===== config.mk =====
export PLATFORM = sky130hd
export DESIGN_NAME = qpid_cell
export DESIGN_NICKNAME = d
export VERILOG_FILES = /design/src/hdl/queue_with_positional_insert_delete_defines.svh /design/src/hdl/qpid_pkg.sv /design/src/hdl/qpid_cell.sv
export SDC_FILE = /design/constraint.sdc
export NUM_CORES = 1
export LEC_CHECK = 0
export BUFFER_PORTS_ARGS = -buffer_cell sky130_fd_sc_hd__buf_4
export CORE_MARGIN = 3
export CORE_UTILIZATION = 43
export DETAILED_ROUTE_END_ITERATION = 10
export PLACE_DENSITY = 0.86
export RECOVER_POWER = 100
export SYNTH_ARGS = -nofsm -noshare
export SYNTH_HDL_FRONTEND = slang
export SYNTH_SLANG_ARGS = --single-unit

===== constraint.sdc =====
create_clock -name clk -period 2.9 [get_ports clk]
set_input_delay 0.435 -clock clk [delete_from_list [all_inputs] [get_ports clk]]
set_output_delay 0.435 -clock clk [all_outputs]
set_load 0.01 [all_outputs]

===== src/hdl/queue_with_positional_insert_delete_defines.svh =====
// Assertion macros for the positional-insert queue.
`ifndef QUEUE_WITH_POSITIONAL_INSERT_DELETE_DEFINES_SVH
`define QUEUE_WITH_POSITIONAL_INSERT_DELETE_DEFINES_SVH

// Check that a condition implies a consequence in the same cycle.
`define QPID_ASSERT_NOW(lbl, ante, cons, msg) \
  lbl: assert property (@(posedge clk) disable iff (rst) (ante) |-> (cons)) \
    else $error(msg);

// Check that a condition implies a consequence in the next cycle.
`define QPID_ASSERT_NEXT(lbl, ante, cons, msg) \
  lbl: assert property (@(posedge clk) disable iff (rst) (ante) |=> (cons)) \
    else $error(msg);

`endif


===== src/hdl/qpid_pkg.sv =====
// Shared types and constants for the positional-insert queue.
package qpid_pkg;

  localparam int DEPTH_DEFAULT = 128;
  localparam int DATA_W        = 32;
  // Wide enough for any position or count up to the largest depth.
  localparam int KW            = 11;
  // Cells per first-level gather group.
  localparam int GRP           = 16;

  localparam logic [1:0] OP_ENQ = 2'd0;
  localparam logic [1:0] OP_DEQ = 2'd1;
  localparam logic [1:0] OP_INS = 2'd2;
  localparam logic [1:0] OP_DEL = 2'd3;

  localparam logic [1:0] ST_OK     = 2'd0;
  localparam logic [1:0] ST_EMPTY  = 2'd1;
  localparam logic [1:0] ST_FULL   = 2'd2;
  localparam logic [1:0] ST_BADPOS = 2'd3;

  typedef struct packed {
    logic [1:0]               opcode;
    logic [7:0]               position;
    logic signed [DATA_W-1:0] in_value;
  } cmd_t;

  typedef struct packed {
    logic signed [DATA_W-1:0] out_value;
    logic [1:0]               status;
    logic [7:0]               count;
  } rsp_t;

  // Broadcast from the top level to every cell.
  typedef struct packed {
    logic                     ins;
    logic                     del;
    logic [KW-1:0]            pos;
    logic signed [DATA_W-1:0] value;
  } cell_ctrl_t;

endpackage


===== src/hdl/qpid_cell.sv =====
// One queue entry: holds, loads, or shifts from a neighbor per the broadcast op.
module qpid_cell #(
  parameter int IDX = 0
) (
  input  logic                              clk,
  input  qpid_pkg::cell_ctrl_t              ctrl,
  input  logic signed [qpid_pkg::DATA_W-1:0] left,
  input  logic signed [qpid_pkg::DATA_W-1:0] right,
  output logic signed [qpid_pkg::DATA_W-1:0] data,
  output logic signed [qpid_pkg::DATA_W-1:0] tap
);

  localparam logic [qpid_pkg::KW-1:0] IDX_K = qpid_pkg::KW'(IDX);

  always_ff @(posedge clk) begin
    if (ctrl.ins) begin
      if (IDX_K == ctrl.pos) begin
        data <= ctrl.value;
      end else if (IDX_K > ctrl.pos) begin
        data <= left;
      end
    end else if (ctrl.del && (IDX_K >= ctrl.pos)) begin
      data <= right;
    end
  end

  // Offer the old value of the deleted entry to the gather tree.
  assign tap = (ctrl.del && (IDX_K == ctrl.pos)) ? data : '0;

endmodule


Word level (Yosys, flattened, before mapping). Cells that the tools add are included. Widths: inputs -> output; s select.

Order comparisons: 2. Eq/ne operators: 1. Reductions and logical operators: 5. Mux-type cells: 5.

Operator list (number): $mux 32 (5); $ge 1x11->1 const A (1); $gt 1x11->1 const A (1); $logic_not 11->1 (1); $ne 3x1->1 const B (1); $logic_and 1x1->1 (2); $reduce_and 2->1 (1); $reduce_bool 2->1 (1).

Word-level logic and storage cells: 14. Bits in registers: 32. Input bits: 110.

Depth between registers and ports, before layout. Gate-level depths: netlist of the first run.

Depth after elaboration: 4. Mapped depth: 5. Depth with buffers taken out: 3.

Worst setup path before layout of the first run. Ideal clock, no wire load.

Path type: input to register. Start: input port ctrl[44] (netlist bit). End: register data[0] (netlist bit) (enable). Setup slack: 0.829 ns. Path buffers: 2. Data arrival time: 1.679 ns. Stages on the path: 3. Cell sequence: buf_2 > buf_2 > o2111a_1.

Longest elaborated chain between the ends: 2. Elaborated cells on any way between the ends: 3. Classes of those cells: eq/ne: 1; reduce/logical: 2.

RTL lines: from (decl) (RTL line qpid_cell.sv:6) `input qpid_pkg::cell_ctrl_t ctrl,`; $ne 3x1->1 (no source line) / $reduce_bool 2->1 (equally long branches); $reduce_and 2->1 (no source line) (*); to (signal assigned) (RTL line qpid_cell.sv:18) `data <= ctrl.value;`; to (signal assigned) (RTL line qpid_cell.sv:20) `data <= left;`; to (signal assigned) (RTL line qpid_cell.sv:23) `data <= right;`; to (decl) (RTL line qpid_cell.sv:9) `output logic signed [qpid_pkg::DATA_W-1:0] data,`.

Every way passes the cells marked *; elsewhere a longest branch is shown, timed or not. A chain may end at the register's enable or synchronous reset.

Worst setup path after layout of the first run.
Start: input port ctrl[44] (netlist bit). End: register data[4] (netlist bit) (data pin).

Longest elaborated chain between the ends: 1.

RTL lines: $mux 32 (RTL line qpid_cell.sv:16) `if (ctrl.ins) begin`.

Every way passes these cells.

==> reports/results.tsv, run 1 <==
stage	metric	value	unit
yosys	synth_adder_area_share	0	%
grt	grt_use_total	21.46	%
die	core	4786	sq um
cts	cts_hold_buffers	0	
route	vias_per_cell	4.743	
placed_design	gp_congestion	0.7278	
grt	grt_max_degree	35	
die	rows	25	
route	dr_wl_met2	3604	microns
yosys	synth_compound_area_share	0.5223	%
route	via_count	1845	
yosys	synthSimpleGateAreaFrac	13.06	%
cts	clk_pin_slew_worst_paths	70	ps
die	initial_core_util	45.05	%
critical_path	startpoint	ctrl[44]	
route	first_iter_violations	51	
critical_path	path_class	input pin to register	
cts	cts_buffers	5	
cts	tritoncts	built	
route	totalWireLength	6408	microns
critical_path	crit_required	2920	ps
yosys	ys_seq_elements	32	
critical_path	cp-endpoint	data[4]$_DFFE_PP_	
layout	top_register	data	
placed_design	post-place-ws	769.6	ps
die	die_area	5899	sq um
yosys	synth_xor_area_share	0	%
critical_path	cp_max_fo	34	
sta	holdWs	445.7	ps
power	powerDensity	333.7	nW/um^2
sta	drv_slew	0	
sta	setup_viol	0	
hold_path	hold_path_class	input pin to register	
layout	top_regs	data: 32 flops	
grt	grt_overflow_total	0	
sta	fmaxAchievable	429.6	MHz
layout	antenna_cells	0	
route	drc_errors	0	
cts	cts.htree.levels	2	
layout	drive_gt1_share	55.28	%
cts	cts_num_sinks	32	
sta	final_hold_viol_count	0	
yosys	synthTopCellsByArea	edfxtp_1 45%, mux2_4 21%, mux2_2 18%	
yosys	syn_nets	255	
grt	grt_pass1_vias	2046	
sta	worst_slack	572.0	ps
layout	fillCellCount	410	
status	run_status	completed	
route	ant_nets	0	
yosys	synth.area.mux_share	38.65	%
sta	slew_headroom	32.79	%
sta	post-route-period-util	80.27	%
sta	rsz0062_at_grt	false	
layout	area_growth_syn_to_layout	54.15	%
sta	min_period	2328	ps
die	io_pins	174	
route	wl_met1	2241	microns
sta	tightest_slew	1008	ps
power	leakage	1.410	nW
yosys	ys_warn_count	0	
critical_path	arrival	2350	ps
critical_path	crit_path_start_kind	input pin	
yosys	synth_cells	145	
route	met3WireLength	499	microns
yosys	synth.distinct_cells	13	
route	first_pass_iters	4	
die	fp.dieH	76.81	microns
yosys	syn_area	2156	sq um
sta	setup_tns	0	ps
critical_path	end_kind	register	
layout	final_nets	431	
yosys	synth_top_family_by_area	multiplexers	
power	ir_drop	0.1543	mV
placed_design	hpwl	5229	microns
die	die-width	76.81	microns
yosys	ys_seq_area_share	44.57	%
cts	ctsResizeCount	0	
grt	grt_pass1_wl	9818	microns
layout	largest_reg_flops	32	
cts	clockBufferDepth	2	
grt	grt_antenna_before_repair	0	
flow_run	max-cap-violations	0	
yosys	yosys.area.top_type	edfxtp_1	
cts	root_buffer	clkbuf_8	
route	routed.top_layer	met4	
route	wire_per_inst	16.47	microns
yosys	yosysTopAreaCellShare	44.57	%
yosys	syn_area_per_cell	14.87	sq um
placed_design	numPortBuffers	173	
cts	postCtsSetupRepairBufs	0	
## synthesized netlist by cell type
master	instances
o2111a_1	1
clkbuf_2	3
buf_6	3
mux2_4	30
nor4b_2	1
and4_1	1
edfxtp_1	32
nand3_2	1
mux2_2	34
nor4_4	2
buf_2	4
nor3_1	1
and2_1	32
## power breakdown
group / internal (W) / switching, W
clock network: 0.000250 / 0.000153
logic: 0.000143 / 0.0000506
registers: 0.000512 / 0.000000114
total: 0.000906 / 0.000204
## cell usage in the layout (no fill, tap or decap), drive strengths merged
cell type / synthesis / routed
buf: 7 / 132
clkbuf: 3 / 52
bufinv: 0 / 1
mux2: 64 / 64
nor4: 2 / 2
nor3: 1 / 1
nand3: 1 / 1
and2: 32 / 32
clkinv: 0 / 2
o2111a: 1 / 1
edfxtp: 32 / 32
nor4b: 1 / 1
and4: 1 / 1
## layer usage
metal,vias to the layer above,track usage [%]
li1,889,-
met5,-,0
met2,84,42.68
met1,868,21.34
met4,0,5.072
met3,4,6.455
## how the worst min path moves through the flow
stage / from / end / slack (ps) / depth (start not counted)
6_report: ctrl[6] / data[6]$_DFFE_PP_ / 450 / 2
5_1_grt: ctrl[6] / data[6]$_DFFE_PP_ / 420 / 2
4_1_cts: ctrl[8] / data[8]$_DFFE_PP_ / 450 / 2
3_5_place_dp: ctrl[27] / data[27]$_DFFE_PP_ / 740 / 2
3_3_place_gp: ctrl[20] / data[20]$_DFFE_PP_ / 740 / 2
2_1_floorplan: ctrl[10] / data[10]$_DFFE_PP_ / 650 / 1
## cells by family after synthesis
group,Yosys count
compound gates,1
buf+inv,10
flops,32
mux,64
simple gates,38
## metrics by stage
stage          utilization [%]  cell area, sq um  total power [W]  instances
5_1_grt                  69.44              3323         0.001163        389
3_3_place_gp             73.44              3515        0.0007374        381
2_1_floorplan                -              2156        0.0006194        145
4_1_cts                  75.66              3621         0.001149        389
3_5_place_dp             73.44              3515        0.0007453        381
6_report                 69.44              3323         0.001109        389
## area by class of cell
class / instances / area [sq um] / area share, %
Multi-Input combinational cell: 103 / 999.7 / 30.08
Timing Repair Buffer: 179 / 1172 / 35.28
Tap cell: 67 / 83.83 / 2.523
Clock buffer: 5 / 68.82 / 2.071
Clock inverter: 3 / 37.54 / 1.130
Sequential cell: 32 / 960.9 / 28.92
## critical path, cell delays in order
cell and delay [ps]:
clkbuf_2 650, nor4b_1 380, nand3_2 110, clkbuf_1 340, mux2_1 420
(Power assumes the default switching activity.)
==> inputs of run 2 (changes only) <==
CORE_UTILIZATION = 36   (was 43)
PLACE_DENSITY = 0.77   (was 0.86)
clock period = 1.9 ns   (was 2.9 ns; I/O delays follow)
==> reports/results.tsv, run 2 (same netlist as run 1, synthesis figures left out) <==
stage	metric	value	unit
cts	cts.htree.levels	2	
power	leakage	1.447	nW
die	initial_core_util	38.21	%
die	die-width	83.39	microns
cts	cts_hold_buffers	0	
cts	root_buffer	clkbuf_8	
die	rows	27	
layout	final_cell_mix	139 x buf_4, 39 x clkbuf_1, 34 x mux2_2	
cts	clk_pin_slew_worst_paths	70	ps
layout	top_regs	data: 32 flops	
layout	drive_gt1_share	58.20	%
placed_design	hpwl	5309	microns
cts	clockBufferDepth	2	
route	ant_nets	0	
grt	grt_max_degree	20	
die	io_pins	174	
sta	post-route-period-util	92.50	%
sta	setup_tns	0	ps
route	drc_errors	0	
critical_path	crit_required	1620	ps
critical_path	arrival	1470	ps
sta	holdWs	285.3	ps
cts	cts_num_sinks	32	
cts	postCtsSetupRepairBufs	0	
layout	final_common_cell	buf_4	
critical_path	cp_max_fo	19	
grt	grt_overflow_total	0	
grt	grt_antenna_before_repair	0	
hold_path	hold_start	ctrl[21]	
grt	grt_use_total	17.33	%
sta	tightest_slew	748.0	ps
critical_path	end_kind	primary output	
sta	slew_headroom	50.14	%
power	ir_drop	0.2593	mV
die	core	5642	sq um
die	die_area	6953	sq um
layout	largest_reg_flops	32	
critical_path	crit_path_start_kind	input pin	
layout	post-route-util	59.44	%
hold_path	min_to	data[21]$_DFFE_PP_	
sta	min_period	1757	ps
sta	drv_slew	0	
grt	grt_pass1_wl	9480	microns
route	vias_per_cell	4.724	
route	first_pass_iters	4	
hold_path	min_path_cells	2	
flow_run	max-cap-violations	0	
status	run_status	completed	
placed_design	numPortBuffers	173	
sta	fmaxAchievable	569.0	MHz
layout	final_nets	433	
layout	area_growth_syn_to_layout	55.54	%
grt	grt_pass1_vias	1928	
route	via_count	1866	
cts	ctsResizeCount	0	
sta	final_hold_viol_count	0	
cts	cts_buffers	5	
layout	top_register	data	
route	totalWireLength	6450	microns
layout	antenna_cells	0	
placed_design	gp_congestion	0.7565	
critical_path	path_class	input pin to primary output	
route	wire_per_inst	16.33	microns
sta	rsz0062_at_grt	false	
power	powerDensity	470.1	nW/um^2
hold_path	hold_path_class	input pin to register	
sta	setup_viol	0	
route	first_iter_violations	40	
die	fp.dieH	83.39	microns
cts	tritoncts	built	
## run 2: changes by cell type in the layout (fill, tap and decap cells not counted), moves of 2 or more
cell      delta
and2_0       -7
and2_1       +7
buf_4        +7
clkbuf_1     -6
clkbuf_2     +2
clkinv_1     -2
## run 2: critical path: stages
cell and delay (ps):
clkbuf_1 100, nor4_4 320, and4_1 250, clkbuf_4 230, and2_0 160, buf_4 120
## run 2: how the worst max path moves through the flow
stage / slack [ps] / cells past startpoint / start / end
finish: 140 / 6 / ctrl[41] / tap[18]
global route: 30 / 6 / ctrl[34] / tap[20]
CTS: 140 / 6 / ctrl[41] / tap[31]
detailed placement: 130 / 6 / ctrl[41] / tap[31]
global placement: 180 / 6 / ctrl[41] / tap[30]
floorplan: 290 / 3 / ctrl[44] / data[0]$_DFFE_PP_
## run 2: final cells by class
cell class	count	area (sq um)
Fill cell	513	2288
Timing Repair Buffer	181	1209
Multi-Input combinational cell	103	1016
Sequential cell	32	960.9
Tap cell	72	90.09
Clock buffer	6	72.57
Clock inverter	1	5.005
## run 2: stage by stage
step | power (W) | cells | cell area (sq um) | setup slack (ps)
final | 0.001576 | 395 | 3353 | 142.6
after global routing | 0.001648 | 395 | 3353 | 32.81
after CTS | 0.001632 | 395 | 3652 | 135.4
after detailed placement | 0.001138 | 388 | 3575 | 128.5
after global placement | 0.001128 | 388 | 3575 | 182.0
after floorplan | 0.0009454 | 145 | 2157 | 289.2
## run 2: routing by layer
| metal | track usage [%] | vias to the layer above | share of wire, % |
|---|---|---|---|
| li1 | - | 888 | - |
| met2 | 32.43 | 104 | 53 |
| met1 | 17.21 | 860 | 36 |
| met4 | 7.578 | 0 | 2.7 |
| met5 | 0 | - | 0 |
| met3 | 5.754 | 14 | 9.0 |
## run 2: where the power goes
part	switching, W	leakage (nW)	internal [W]
Sequential	0.000000153	0.287	0.000782
Clock	0.000247	0.0410	0.000249
Combinational	0.0000781	1.12	0.000221
